--- config.mk ---
export PLATFORM = sky130hd
export DESIGN_NAME = windowed_block_transfer_engine_core
export DESIGN_NICKNAME = d
export VERILOG_FILES = /design/src/rtl/wbte_pkg.sv /design/src/rtl/wbte_div.sv /design/src/rtl/wbte_dp.sv /design/src/rtl/wbte_ctrl.sv /design/src/rtl/windowed_block_transfer_engine_core.sv
export SDC_FILE = /design/constraint.sdc
export NUM_CORES = 2
export LEC_CHECK = 0
export ABC_AREA = 0
export BUFFER_PORTS_ARGS = -buffer_cell sky130_fd_sc_hd__buf_2
export CAP_MARGIN = 20
export CORE_ASPECT_RATIO = 1.4
export CORE_MARGIN = 4
export CORE_UTILIZATION = 30
export DETAILED_ROUTE_END_ITERATION = 7
export PLACE_DENSITY_LB_ADDON = 0.05
export SLEW_MARGIN = 20
export SYNTH_ARGS = -nofsm -noshare
export SYNTH_HDL_FRONTEND = slang
export SYNTH_HIERARCHICAL = 1
export SYNTH_SLANG_ARGS = --single-unit
export TNS_END_PERCENT = 30
--- constraint.sdc ---
create_clock -name clk_i -period 19.2 [get_ports clk_i]
set_input_delay 1.92 -clock clk_i [delete_from_list [all_inputs] [get_ports clk_i]]
set_output_delay 1.92 -clock clk_i [all_outputs]
set_load 0.005 [all_outputs]
--- src/rtl/wbte_pkg.sv ---
package wbte_pkg;

  localparam logic [2:0] OP_START  = 3'd0;
  localparam logic [2:0] OP_ACK    = 3'd1;
  localparam logic [2:0] OP_DATA   = 3'd2;
  localparam logic [2:0] OP_EXPIRE = 3'd3;
  localparam logic [2:0] OP_ERROR  = 3'd4;

  localparam logic [2:0] ACT_DATA    = 3'd1;
  localparam logic [2:0] ACT_ACK     = 3'd2;
  localparam logic [2:0] ACT_STORE   = 3'd3;
  localparam logic [2:0] ACT_IGNORED = 3'd4;
  localparam logic [2:0] ACT_CLOSED  = 3'd5;

  localparam logic [2:0] REG_DIRECTION = 3'd0;
  localparam logic [2:0] REG_BLOCK     = 3'd1;
  localparam logic [2:0] REG_WINDOW    = 3'd2;
  localparam logic [2:0] REG_FILE      = 3'd3;
  localparam logic [2:0] REG_TIMEOUT   = 3'd4;

  localparam logic [15:0] BLK_MIN   = 16'd8;
  localparam logic [15:0] BLK_MAX   = 16'd65464;
  localparam logic [32:0] POS_MAX   = 33'h1_FFFF_FFFF;
  localparam logic [4:0]  RES_MAX   = 5'd16;
  localparam int          BURST_MAX = 16;
  localparam logic [4:0]  BIW_MAX   = 5'd31;
  localparam logic [3:0]  EXP_MAX   = 4'd15;

  typedef enum logic [2:0] {
    EM_DATA, EM_ACK_FB, EM_ACK_ZERO, EM_IGNORED, EM_STORE, EM_CLOSED
  } emit_e;

  typedef enum logic [3:0] {
    S_IDLE, S_DECODE, S_EXPIRE, S_WIN_INIT, S_WIN_DIV, S_WIN_STEP, S_ACK_DIV,
    S_ACK_EVAL, S_ACK_SUB, S_ACK_OPEN, S_DATA, S_DATA2, S_CHECK, S_FLUSH
  } state_e;

  typedef struct packed {
    logic  latch;
    logic  emit;
    emit_e kind;
    logic  clr_exp;
    logic  expire;
    logic  err;
    logic  win_init;
    logic  div_start;
    logic  win_step;
    logic  ack_mul;
    logic  ack_sub;
    logic  data_take;
    logic  data_ack;
    logic  flush;
  } cmd_t;

  typedef struct packed {
    logic [2:0] op;
    logic       dir;
    logic       open;
    logic       sp_zero;
    logic       div_done;
    logic       seen;
    logic       in_range;
    logic       win_last;
    logic       blk_match;
    logic       la_ne_fb;
    logic       ack_now;
    logic       emit_ok;
  } status_t;

endpackage

--- src/rtl/wbte_div.sv ---
module wbte_div import wbte_pkg::*; (
  input  logic        clk_i,
  input  logic        rst_ni,
  input  logic        start_i,
  input  logic [32:0] a_i,
  input  logic [15:0] b_i,
  output logic        done_o,
  output logic [32:0] q_o,
  output logic [15:0] r_o
);

  logic        busy_q, busy_d, done_q, done_d;
  logic [5:0]  cnt_q, cnt_d;
  logic [32:0] q_q, q_d;
  logic [16:0] r_q, r_d, r_sh;
  logic [15:0] b_q, b_d;
  logic        ge;

  // restoring division, one quotient bit per cycle
  assign r_sh = {r_q[15:0], q_q[32]};
  assign ge   = r_sh >= {1'b0, b_q};

  always_comb begin
    busy_d = busy_q;
    done_d = 1'b0;
    cnt_d  = cnt_q;
    q_d    = q_q;
    r_d    = r_q;
    b_d    = b_q;
    if (start_i) begin
      busy_d = 1'b1;
      cnt_d  = 6'd0;
      q_d    = a_i;
      r_d    = 17'd0;
      b_d    = b_i;
    end else if (busy_q) begin
      r_d   = ge ? r_sh - {1'b0, b_q} : r_sh;
      q_d   = {q_q[31:0], ge};
      cnt_d = cnt_q + 6'd1;
      if (cnt_q == 6'd32) begin
        busy_d = 1'b0;
        done_d = 1'b1;
      end
    end
  end

  always_ff @(posedge clk_i or negedge rst_ni) begin
    if (!rst_ni) begin
      busy_q <= 1'b0;
      done_q <= 1'b0;
      cnt_q  <= '0;
    end else begin
      busy_q <= busy_d;
      done_q <= done_d;
      cnt_q  <= cnt_d;
    end
  end

  always_ff @(posedge clk_i) begin
    q_q <= q_d;
    r_q <= r_d;
    b_q <= b_d;
  end

  assign done_o = done_q;
  assign q_o    = q_q;
  assign r_o    = r_q[15:0];

endmodule

--- src/rtl/wbte_dp.sv ---
module wbte_dp import wbte_pkg::*; #(
  parameter int WinW = 5
) (
  input  logic            clk_i,
  input  logic            rst_ni,
  input  logic            dir_i,
  input  logic [15:0]     bs_i,
  input  logic [WinW-1:0] win_i,
  input  logic [31:0]     fs_i,
  input  logic [3:0]      lim_i,
  input  logic [2:0]      op_i,
  input  logic [15:0]     blk_i,
  input  logic [15:0]     len_i,
  input  cmd_t            cmd_i,
  output status_t         st_o,
  input  logic            m_ready_i,
  output logic            m_valid_o,
  output logic [2:0]      m_act_o,
  output logic [15:0]     m_blk_o,
  output logic [31:0]     m_off_o,
  output logic [15:0]     m_cnt_o,
  output logic            m_last_o
);

  logic [32:0] sp_q, sp_d, wsp_q, wsp_d;
  logic [15:0] la_q, la_d, fb_q, fb_d;
  logic [4:0]  biw_q, biw_d, i_q, i_d, res_q, res_d;
  logic [3:0]  exp_q, exp_d;
  logic        ended_q, ended_d, seen_q, seen_d;
  logic [2:0]  op_q;
  logic [15:0] blk_q, len_q;
  logic [32:0] qt_q, qt_d, prod_q;
  logic [15:0] rm_q, rm_d;

  logic        out_v_q, out_v_d, out_last_q, out_last_d;
  logic [2:0]  out_act_q, out_act_d;
  logic [15:0] out_blk_q, out_blk_d, out_cnt_q, out_cnt_d;
  logic [31:0] out_off_q, out_off_d;
  logic        pend_v_q, pend_v_d;
  logic [2:0]  pend_act_q, pend_act_d;
  logic [15:0] pend_blk_q, pend_blk_d, pend_cnt_q, pend_cnt_d;
  logic [31:0] pend_off_q, pend_off_d;

  logic        div_done;
  logic [32:0] div_q;
  logic [15:0] div_r;

  wbte_div u_div (
    .clk_i   (clk_i),
    .rst_ni  (rst_ni),
    .start_i (cmd_i.div_start),
    .a_i     (sp_q),
    .b_i     (bs_i),
    .done_o  (div_done),
    .q_o     (div_q),
    .r_o     (div_r)
  );

  // window step arithmetic
  logic [15:0] nblk, size, ls, diff_lo, r_adj;
  logic [33:0] psum;
  logic        sat;
  logic [32:0] delta;
  logic [16:0] r2, diff;
  logic [31:0] fs_rem;
  logic [4:0]  biw_inc;
  logic        short_blk, is_open, out_free;
  logic [2:0]  e_act;
  logic [15:0] e_blk, e_cnt;
  logic [31:0] e_off;
  int          burst;

  assign nblk   = qt_q[15:0] + 16'd1;
  assign fs_rem = fs_i - sp_q[31:0];
  always_comb begin
    size = 16'd0;
    if (sp_q < {1'b0, fs_i}) begin
      size = (fs_rem > {16'd0, bs_i}) ? bs_i : fs_rem[15:0];
    end
  end
  assign psum  = {1'b0, sp_q} + {18'd0, bs_i};
  assign sat   = psum > {1'b0, POS_MAX};
  assign delta = POS_MAX - sp_q;
  assign r2    = {1'b0, rm_q} + {1'b0, delta[15:0]};
  assign r_adj = 16'(r2 - {1'b0, bs_i});
  assign burst = (int'(win_i) > BURST_MAX) ? BURST_MAX : int'(win_i);

  assign ls      = qt_q[15:0];
  assign diff_lo = ls - blk_q;
  assign diff    = {ls < blk_q, diff_lo};

  assign biw_inc   = (biw_q == BIW_MAX) ? BIW_MAX : biw_q + 5'd1;
  assign short_blk = len_q < bs_i;

  always_comb begin
    if (exp_q >= lim_i) is_open = 1'b0;
    else if (!dir_i)    is_open = !(ended_q && la_q == fb_q);
    else                is_open = !ended_q;
  end

  assign out_free = !out_v_q || m_ready_i;

  always_comb begin
    st_o.op        = op_q;
    st_o.dir       = dir_i;
    st_o.open      = is_open;
    st_o.sp_zero   = sp_q == 33'd0;
    st_o.div_done  = div_done;
    st_o.seen      = seen_q;
    if (sp_q == 33'd0 && blk_q == 16'd0) st_o.in_range = 1'b1;
    else if (ls < la_q) st_o.in_range = blk_q > la_q || blk_q <= ls;
    else                st_o.in_range = blk_q > la_q && blk_q <= ls;
    st_o.win_last  = size < bs_i || (int'(i_q) + 1) >= burst;
    st_o.blk_match = blk_q == fb_q + 16'd1;
    st_o.la_ne_fb  = la_q != fb_q;
    st_o.ack_now   = int'(biw_q) == int'(win_i) || short_blk;
    st_o.emit_ok   = !pend_v_q || out_free;
  end

  always_comb begin
    e_act = ACT_CLOSED;
    e_blk = 16'd0;
    e_off = 32'd0;
    e_cnt = 16'd0;
    case (cmd_i.kind)
      EM_DATA: begin
        e_act = ACT_DATA;
        e_blk = nblk;
        e_off = sp_q[31:0];
        e_cnt = size;
      end
      EM_ACK_FB: begin
        e_act = ACT_ACK;
        e_blk = fb_q;
      end
      EM_ACK_ZERO: e_act = ACT_ACK;
      EM_IGNORED: begin
        e_act = ACT_IGNORED;
        e_blk = blk_q;
      end
      EM_STORE: begin
        e_act = ACT_STORE;
        e_blk = blk_q;
        e_cnt = len_q;
      end
      default: e_act = ACT_CLOSED;
    endcase
  end

  always_comb begin
    sp_d = sp_q; wsp_d = wsp_q; la_d = la_q; fb_d = fb_q;
    biw_d = biw_q; i_d = i_q; res_d = res_q; exp_d = exp_q;
    ended_d = ended_q; seen_d = seen_q;
    qt_d = qt_q; rm_d = rm_q;
    out_v_d = out_v_q && !m_ready_i;
    out_act_d = out_act_q; out_blk_d = out_blk_q;
    out_off_d = out_off_q; out_cnt_d = out_cnt_q; out_last_d = out_last_q;
    pend_v_d = pend_v_q; pend_act_d = pend_act_q; pend_blk_d = pend_blk_q;
    pend_off_d = pend_off_q; pend_cnt_d = pend_cnt_q;

    if (cmd_i.latch) res_d = 5'd0;
    if (div_done) begin
      qt_d = div_q;
      rm_d = div_r;
    end
    if (cmd_i.clr_exp) exp_d = 4'd0;
    if (cmd_i.err) exp_d = lim_i;
    if (cmd_i.expire) begin
      ended_d = 1'b0;
      if (exp_q != EXP_MAX) exp_d = exp_q + 4'd1;
      if (!dir_i && sp_q != 33'd0) sp_d = wsp_q;
      if (dir_i && seen_q) biw_d = 5'd0;
    end
    if (cmd_i.win_init) begin
      wsp_d = sp_q;
      i_d   = 5'd0;
    end
    if (cmd_i.win_step) begin
      i_d = i_q + 5'd1;
      if (sat) begin
        sp_d = POS_MAX;
        if (r2 >= {1'b0, bs_i}) begin
          qt_d = qt_q + 33'd1;
          rm_d = r_adj;
        end else begin
          rm_d = r2[15:0];
        end
      end else begin
        sp_d = psum[32:0];
        qt_d = qt_q + 33'd1;
      end
      if (size < bs_i) begin
        fb_d    = nblk;
        ended_d = 1'b1;
      end
    end
    if (cmd_i.ack_sub) begin
      sp_d = (prod_q > sp_q) ? 33'd0 : sp_q - prod_q;
      la_d = blk_q;
    end
    if (cmd_i.data_take) begin
      seen_d = 1'b1;
      biw_d  = biw_inc;
      if (blk_q != fb_q + 16'd1) begin
        if (la_q != fb_q) begin
          biw_d = 5'd0;
          la_d  = fb_q;
        end
      end else begin
        fb_d = blk_q;
      end
    end
    if (cmd_i.data_ack) begin
      if (int'(biw_q) == int'(win_i) || short_blk) begin
        biw_d = 5'd0;
        la_d  = fb_q;
      end
      if (short_blk) ended_d = 1'b1;
    end

    // results go through a one-deep hold so the final one can carry last
    if (cmd_i.emit && res_q < RES_MAX) begin
      res_d = res_q + 5'd1;
      if (pend_v_q) begin
        out_v_d    = 1'b1;
        out_act_d  = pend_act_q;
        out_blk_d  = pend_blk_q;
        out_off_d  = pend_off_q;
        out_cnt_d  = pend_cnt_q;
        out_last_d = 1'b0;
      end
      pend_v_d   = 1'b1;
      pend_act_d = e_act;
      pend_blk_d = e_blk;
      pend_off_d = e_off;
      pend_cnt_d = e_cnt;
    end
    if (cmd_i.flush && pend_v_q) begin
      out_v_d    = 1'b1;
      out_act_d  = pend_act_q;
      out_blk_d  = pend_blk_q;
      out_off_d  = pend_off_q;
      out_cnt_d  = pend_cnt_q;
      out_last_d = 1'b1;
      pend_v_d   = 1'b0;
    end
  end

  always_ff @(posedge clk_i or negedge rst_ni) begin
    if (!rst_ni) begin
      sp_q     <= '0;
      wsp_q    <= '0;
      la_q     <= '0;
      fb_q     <= '0;
      biw_q    <= '0;
      i_q      <= '0;
      res_q    <= '0;
      exp_q    <= '0;
      ended_q  <= 1'b0;
      seen_q   <= 1'b0;
      out_v_q  <= 1'b0;
      pend_v_q <= 1'b0;
    end else begin
      sp_q     <= sp_d;
      wsp_q    <= wsp_d;
      la_q     <= la_d;
      fb_q     <= fb_d;
      biw_q    <= biw_d;
      i_q      <= i_d;
      res_q    <= res_d;
      exp_q    <= exp_d;
      ended_q  <= ended_d;
      seen_q   <= seen_d;
      out_v_q  <= out_v_d;
      pend_v_q <= pend_v_d;
    end
  end

  always_ff @(posedge clk_i) begin
    if (cmd_i.latch) begin
      op_q  <= op_i;
      blk_q <= blk_i;
      len_q <= len_i;
    end
    if (cmd_i.ack_mul) prod_q <= 33'(diff) * 33'(bs_i);
    qt_q       <= qt_d;
    rm_q       <= rm_d;
    out_act_q  <= out_act_d;
    out_blk_q  <= out_blk_d;
    out_off_q  <= out_off_d;
    out_cnt_q  <= out_cnt_d;
    out_last_q <= out_last_d;
    pend_act_q <= pend_act_d;
    pend_blk_q <= pend_blk_d;
    pend_off_q <= pend_off_d;
    pend_cnt_q <= pend_cnt_d;
  end

  assign m_valid_o = out_v_q;
  assign m_act_o   = out_act_q;
  assign m_blk_o   = out_blk_q;
  assign m_off_o   = out_off_q;
  assign m_cnt_o   = out_cnt_q;
  assign m_last_o  = out_last_q;

endmodule

--- src/rtl/wbte_ctrl.sv ---
module wbte_ctrl import wbte_pkg::*; (
  input  logic    clk_i,
  input  logic    rst_ni,
  input  logic    s_valid_i,
  output logic    s_ready_o,
  input  status_t st_i,
  output cmd_t    cmd_o
);

  state_e state_q, state_d;
  logic   ret_flush_q, ret_flush_d;
  logic   hold;

  // states that may emit or flush wait for room in the result registers
  always_comb begin
    case (state_q)
      S_DECODE, S_EXPIRE, S_WIN_STEP, S_ACK_EVAL, S_DATA, S_DATA2, S_CHECK,
      S_FLUSH: hold = !st_i.emit_ok;
      default: hold = 1'b0;
    endcase
  end

  always_comb begin
    state_d     = state_q;
    ret_flush_d = ret_flush_q;
    if (!hold) begin
      case (state_q)
        S_IDLE: if (s_valid_i) state_d = S_DECODE;
        S_DECODE: begin
          if (st_i.op > OP_ERROR) state_d = S_IDLE;
          else if (!st_i.open) state_d = S_FLUSH;
          else begin
            case (st_i.op)
              OP_START: begin
                ret_flush_d = 1'b0;
                state_d = st_i.dir ? S_CHECK : S_WIN_INIT;
              end
              OP_ACK:    state_d = st_i.dir ? S_CHECK : S_ACK_DIV;
              OP_DATA:   state_d = st_i.dir ? S_DATA : S_CHECK;
              OP_EXPIRE: state_d = S_EXPIRE;
              default:   state_d = S_CHECK;
            endcase
          end
        end
        S_EXPIRE: begin
          ret_flush_d = 1'b1;
          state_d = (!st_i.dir && !st_i.sp_zero) ? S_WIN_INIT : S_FLUSH;
        end
        S_WIN_INIT: state_d = S_WIN_DIV;
        S_WIN_DIV:  if (st_i.div_done) state_d = S_WIN_STEP;
        S_WIN_STEP: if (st_i.win_last) state_d = ret_flush_q ? S_FLUSH : S_CHECK;
        S_ACK_DIV:  if (st_i.div_done) state_d = S_ACK_EVAL;
        S_ACK_EVAL: state_d = st_i.in_range ? S_ACK_SUB : S_CHECK;
        S_ACK_SUB:  state_d = S_ACK_OPEN;
        S_ACK_OPEN: begin
          ret_flush_d = 1'b0;
          state_d = st_i.open ? S_WIN_INIT : S_CHECK;
        end
        S_DATA:  state_d = st_i.blk_match ? S_DATA2 : S_CHECK;
        S_DATA2: state_d = S_CHECK;
        S_CHECK: state_d = S_FLUSH;
        S_FLUSH: state_d = S_IDLE;
        default: state_d = S_IDLE;
      endcase
    end
  end

  always_comb begin
    cmd_o      = '0;
    cmd_o.kind = EM_CLOSED;
    s_ready_o  = state_q == S_IDLE;
    if (!hold) begin
      case (state_q)
        S_IDLE: cmd_o.latch = s_valid_i;
        S_DECODE: begin
          if (st_i.op <= OP_ERROR) begin
            if (!st_i.open) begin
              cmd_o.emit = 1'b1;
            end else if (st_i.op != OP_EXPIRE) begin
              cmd_o.clr_exp = 1'b1;
              if (st_i.op == OP_START && st_i.dir) begin
                cmd_o.emit = 1'b1;
                cmd_o.kind = EM_ACK_ZERO;
              end
              if (st_i.op == OP_ACK && !st_i.dir) cmd_o.div_start = 1'b1;
              if (st_i.op == OP_ERROR) cmd_o.err = 1'b1;
            end
          end
        end
        S_EXPIRE: begin
          cmd_o.expire = 1'b1;
          if (st_i.dir && st_i.seen) begin
            cmd_o.emit = 1'b1;
            cmd_o.kind = EM_ACK_FB;
          end
        end
        S_WIN_INIT: begin
          cmd_o.win_init  = 1'b1;
          cmd_o.div_start = 1'b1;
        end
        S_WIN_STEP: begin
          cmd_o.win_step = 1'b1;
          cmd_o.emit     = 1'b1;
          cmd_o.kind     = EM_DATA;
        end
        S_ACK_EVAL: begin
          if (st_i.in_range) cmd_o.ack_mul = 1'b1;
          else begin
            cmd_o.emit = 1'b1;
            cmd_o.kind = EM_IGNORED;
          end
        end
        S_ACK_SUB: cmd_o.ack_sub = 1'b1;
        S_DATA: begin
          cmd_o.data_take = 1'b1;
          if (st_i.blk_match) begin
            cmd_o.emit = 1'b1;
            cmd_o.kind = EM_STORE;
          end else if (st_i.la_ne_fb) begin
            cmd_o.emit = 1'b1;
            cmd_o.kind = EM_ACK_FB;
          end
        end
        S_DATA2: begin
          cmd_o.data_ack = 1'b1;
          if (st_i.ack_now) begin
            cmd_o.emit = 1'b1;
            cmd_o.kind = EM_ACK_FB;
          end
        end
        S_CHECK: cmd_o.emit = !st_i.open;
        S_FLUSH: cmd_o.flush = 1'b1;
        default: cmd_o.flush = 1'b0;
      endcase
    end
  end

  always_ff @(posedge clk_i or negedge rst_ni) begin
    if (!rst_ni) begin
      state_q     <= S_IDLE;
      ret_flush_q <= 1'b0;
    end else begin
      state_q     <= state_d;
      ret_flush_q <= ret_flush_d;
    end
  end

endmodule

--- src/rtl/windowed_block_transfer_engine_core.sv ---
// Each request is decoded, handled and its results flushed in turn. A window
// send initializes the window, divides for the first block number and then
// emits one descriptor per step (up to 16); an in-range ack first does its own
// block-number divide. Requests are taken one at a time: a new one is accepted
// only once the engine is back in idle, and result stalls can hold it.
// Reset (async, active low) clears connection state and loads register defaults.
module windowed_block_transfer_engine_core import wbte_pkg::*; #(
  parameter int MAX_WINDOW = 16
) (
  input  logic        clk_i,
  input  logic        rst_ni,
  input  logic        s_axis_tvalid,
  output logic        s_axis_tready,
  input  logic [31:0] s_axis_tdata,  // block_number[15:0], payload_length[31:16]
  input  logic [2:0]  s_axis_tuser,  // operation
  output logic        m_axis_tvalid,
  input  logic        m_axis_tready,
  output logic [63:0] m_axis_tdata,  // out_block[15:0], byte_offset[47:16],
                                     // byte_count[63:48]
  output logic [2:0]  m_axis_tuser,  // action
  output logic        m_axis_tlast,
  input  logic        psel,
  input  logic        penable,
  input  logic        pwrite,
  input  logic [4:0]  paddr,
  input  logic [31:0] pwdata,
  output logic [31:0] prdata,
  output logic        pready
);

  localparam int WinW = $clog2(MAX_WINDOW + 1);

  logic        dir_q;
  logic [15:0] bs_q;
  logic [4:0]  win_q;
  logic [31:0] fs_q;
  logic [3:0]  lim_q;
  logic        wr;
  logic [2:0]  idx;

  assign pready = 1'b1;
  assign wr     = psel && penable && pwrite;
  assign idx    = paddr[4:2];

  always_ff @(posedge clk_i or negedge rst_ni) begin
    if (!rst_ni) begin
      dir_q <= 1'b0;
      bs_q  <= 16'd512;
      win_q <= 5'd1;
      fs_q  <= 32'd0;
      lim_q <= 4'd3;
    end else if (wr) begin
      case (idx)
        REG_DIRECTION: dir_q <= pwdata[0];
        REG_BLOCK:     bs_q  <= pwdata[15:0];
        REG_WINDOW:    win_q <= pwdata[4:0];
        REG_FILE:      fs_q  <= pwdata;
        REG_TIMEOUT:   lim_q <= pwdata[3:0];
        default:       dir_q <= dir_q;
      endcase
    end
  end

  always_comb begin
    case (idx)
      REG_DIRECTION: prdata = {31'd0, dir_q};
      REG_BLOCK:     prdata = {16'd0, bs_q};
      REG_WINDOW:    prdata = {27'd0, win_q};
      REG_FILE:      prdata = fs_q;
      REG_TIMEOUT:   prdata = {28'd0, lim_q};
      default:       prdata = 32'd0;
    endcase
  end

  logic [15:0]     bs_eff;
  logic [WinW-1:0] win_eff;

  assign bs_eff = (bs_q < BLK_MIN) ? BLK_MIN : (bs_q > BLK_MAX) ? BLK_MAX : bs_q;

  always_comb begin
    if (win_q == 5'd0)                win_eff = WinW'(1);
    else if (int'(win_q) > MAX_WINDOW) win_eff = WinW'(MAX_WINDOW);
    else                              win_eff = WinW'(win_q);
  end

  cmd_t    cmd;
  status_t st;

  wbte_ctrl u_ctrl (
    .clk_i     (clk_i),
    .rst_ni    (rst_ni),
    .s_valid_i (s_axis_tvalid),
    .s_ready_o (s_axis_tready),
    .st_i      (st),
    .cmd_o     (cmd)
  );

  wbte_dp #(.WinW(WinW)) u_dp (
    .clk_i     (clk_i),
    .rst_ni    (rst_ni),
    .dir_i     (dir_q),
    .bs_i      (bs_eff),
    .win_i     (win_eff),
    .fs_i      (fs_q),
    .lim_i     (lim_q),
    .op_i      (s_axis_tuser),
    .blk_i     (s_axis_tdata[15:0]),
    .len_i     (s_axis_tdata[31:16]),
    .cmd_i     (cmd),
    .st_o      (st),
    .m_ready_i (m_axis_tready),
    .m_valid_o (m_axis_tvalid),
    .m_act_o   (m_axis_tuser),
    .m_blk_o   (m_axis_tdata[15:0]),
    .m_off_o   (m_axis_tdata[47:16]),
    .m_cnt_o   (m_axis_tdata[63:48]),
    .m_last_o  (m_axis_tlast)
  );

endmodule

==> results.md <==
* Status: completed
* Inserted Clock Buffers at 60
* Clock Tree Root: clkbuf_16
* Syn Area/Cell at 9.603 um^2
* Initial core utilization at 30.19%
* # H-tree levels at 2
* GRT Overall Usage at 21.10%
* Post-DR vias/cell at 5.141
* IO Pins at 182
* Clock transition at the registers of the reported paths at 0.06 ns
* Number of global-route vias before repair at 33.45k
* Number of synthesized flops with an enable pin at 251
* Minimum clock period at 10.50 ns
* Max_cap viols at 0
* Max Freq at 95.26 MHz
* Final worst path period share at 54.68%
* R2R depth at 34
* Post-Synth Adder-Cell Area at 21.74%
* Worst clock skew at 0.04637 ns
* Die area at 144400 um^2
* Chip Width at 322.3 um
* First-pass GRT wire length at 225600 um
* Share of cells above drive strength 1 at 12.94%
* Wirelength, routed at 153200 um
* Min-Delay Path Class: flop to flop
* Worst path slowest cell: o21ai_2
* Drt initial violations at 1887
* Flops & latches, synth at 492
* Row count at 161
* Hold buffers post-CTS at 0
* Seq/Total Area, Yosys at 32.13%
* Largest cells by area after synthesis: edfxtp_1 (18%), dfrtp_1 (11%), ha_1 (11%)
* GR Overflow Total at 0
* Synth Area in XOR/XNOR at 4.540%
* Post-CTS Resized at 0
* Synth Warn # at 6
* Clock latency on the worst-skew pair at 0.70 ns
* Post-synth top area share at 18.17%
* Most used DFF post-synth: edfxtp_1
* CP Launch Type: flop
* Area leader, netlist: edfxtp_1
* Final setup viols at 0
* Via count at 32.40k
* Crit path DAT at 10.94 ns
* NumNets Final at 5123
* Clk buf depth at 3
* DRC at 0
* Core Box Area at 137400 um^2
* Delay of the slowest critical-path stage at 0.90 ns
* Filler instances at 14.38k
* Main combinational cell family by area after synthesis: adder cells
* Largest net degree at the start of global routing at 94
* RSZ-0062 raised after global routing: false
* Remaining antenna violation count at 0
* Post-route setup TNS at 0 ns
* Rel. slew slack at 21.96%
* Mux contribution to synthesized area at 5.774%
* Critical path fanouts, max at 16
* CP required at 19.65 ns
* Worst setup EP type: flop
* Synth cell types at 109
* Gpl congestion at 0.8592
* Actual slew at the worst max-slew pin at 1.171 ns
* Setup CP Type: flop to flop
* CTS tree: yes
* Routed length per instance at 24.31 um
* CP most frequent cell: fa_1
* Synth Instances at 4319
* Fin. Hold Viols at 0
* Die Height at 448.0 um
* Initial antenna violation count at 7
* Mapped cell area at 41480 um^2
* Post-synth ARST share at 39.02%
* Synth-to-Final Area Change at 12.25%
* TritonRoute pass-1 iters at 7
* Clock Sinks at 492
* Hold depth at 0
* Syn_nets at 4988
* Post-synthesis simple-gate area fraction at 15.02%
* Slew Limit Fails at 0
* Detailed placement HPWL at 118300 um
* Synth Area in Compound Gates at 14.31%
* Setup bufs post-CTS at 0
* Port Buf Inserts at 178
-- cell type report --
class | count | area [um^2] | area share [%]
Antenna cell | 3 | 7.507 | 0.01612
Multi-Input combinational cell | 3158 | 25600 | 54.99
Clock inverter | 35 | 399.1 | 0.8573
Tap cell | 1793 | 2243 | 4.818
Sequential cell | 492 | 13330 | 28.63
Inverter | 473 | 1777 | 3.816
Clock buffer | 79 | 1614 | 3.467
Timing Repair Buffer | 269 | 1584 | 3.402
-- worst paths after layout --
kind	startpoint	slack, ns	to
min	u_dp/pend_off_q[26]$_SDFFCE_PN0P_	0.42	u_dp/m_off_o[26]$_DFFE_PP_
max	u_dp/blk_q[1]$_DFFE_PP_	8.70	u_dp/prod_q[32]$_DFFE_PP_
min in group asynchronous	rst_ni	1.21	u_dp/res_q[1]$_DFFE_PN0P_
max reg2reg	u_dp/blk_q[1]$_DFFE_PP_	8.70	u_dp/prod_q[32]$_DFFE_PP_
max in group asynchronous	rst_ni	16.04	fs_q[18]$_DFFE_PN0P_
min reg2reg	u_dp/pend_off_q[26]$_SDFFCE_PN0P_	0.42	u_dp/m_off_o[26]$_DFFE_PP_
-- state kept, by name (all words and copies together), names as in the netlist, 32 cells and up --
register	count
u_dp/wsp_q	33
fs_q	32
u_dp/u_div/q_o	33
u_dp/prod_q	33
u_dp/sp_q	33
u_dp/pend_off_q	32
u_dp/m_off_o	32
-- through the flow --
step / cells / hold slack, ns / setup WS, ns / utilization [%] / instance area (um^2)
floorplan: 4319 / 0.4003 / 10.14 / - / 41480
global placement: 6185 / 0.4018 / 8.621 / 32.42 / 44540
detailed placement: 6185 / 0.4045 / 8.693 / 32.42 / 44540
CTS: 6299 / 0.4152 / 8.608 / 33.88 / 46550
global route: 6300 / 0.4235 / 7.939 / 33.89 / 46550
finish: 6302 / 0.4153 / 8.702 / 33.89 / 46560
-- cells by family (layout without fill, tap and decap cells) --
family | after synthesis | after routing
compound gates | 907 | 907
other cells | 1 | 4
mux | 208 | 208
flops | 492 | 492
xor+xnor | 215 | 215
simple gates | 1235 | 1235
fa+ha+maj | 592 | 592
buf+inv | 669 | 856
-- worst max-delay path, delay by kind of cell, from the launching register on --
kind                       cells  cell delay [ns]
and+or+nand+nor                2             0.32
AOI/OAI and AO/OA             19             5.20
xor gates and xnor gates       1             0.08
buffers and inverters          4             0.23
adders and majority gates      8             3.71
DFF                            1             0.68
-- synth_stat cells (26+ instances only) --
cell	instances
nor2b_1	62
xnor2_1	130
o21ai_0	198
and3_1	46
o21ai_1	26
mux2_4	32
nand2b_1	45
dfrtp_1	188
nor2_1	254
nor3_1	65
o22ai_1	29
and2_1	162
inv_1	472
clkbuf_1	139
edfxtp_1	251
a21o_1	95
o21a_1	26
nand2_1	343
xor2_1	85
mux2i_1	54
fa_1	215
dfxtp_1	49
nand3_1	91
mux2_2	121
a22o_1	29
a21oi_1	221
a211oi_1	54
nand4_1	46
nor4_1	29
buf_2	27
ha_1	375
-- cell usage in the layout, fill, tap and decap left out, drive strengths merged, types with 91 or more instances in the layout --
cell type    n
mux2       154
edfxtp     251
dfrtp      188
xnor2      130
inv        475
nor2       254
buf        269
a21oi      225
nand3       91
o21ai      225
nand2      344
fa         215
ha         375
a21o        95
and2       162
-- routing by layer --
layer	share of wire, %	routed length [um]	GRT usage (%)	up-vias
li1	-	-	-	15317
met1	43	66370	26.67	16395
met2	51	78060	38.36	536
met3	2.7	4185	1.829	148
met4	3.0	4593	6.013	2
met5	0.0085	13	0	-
Power is left out: the tool's default activity adds up to more than one toggle a clock period on the data nets, which glitch-free logic cannot reach.
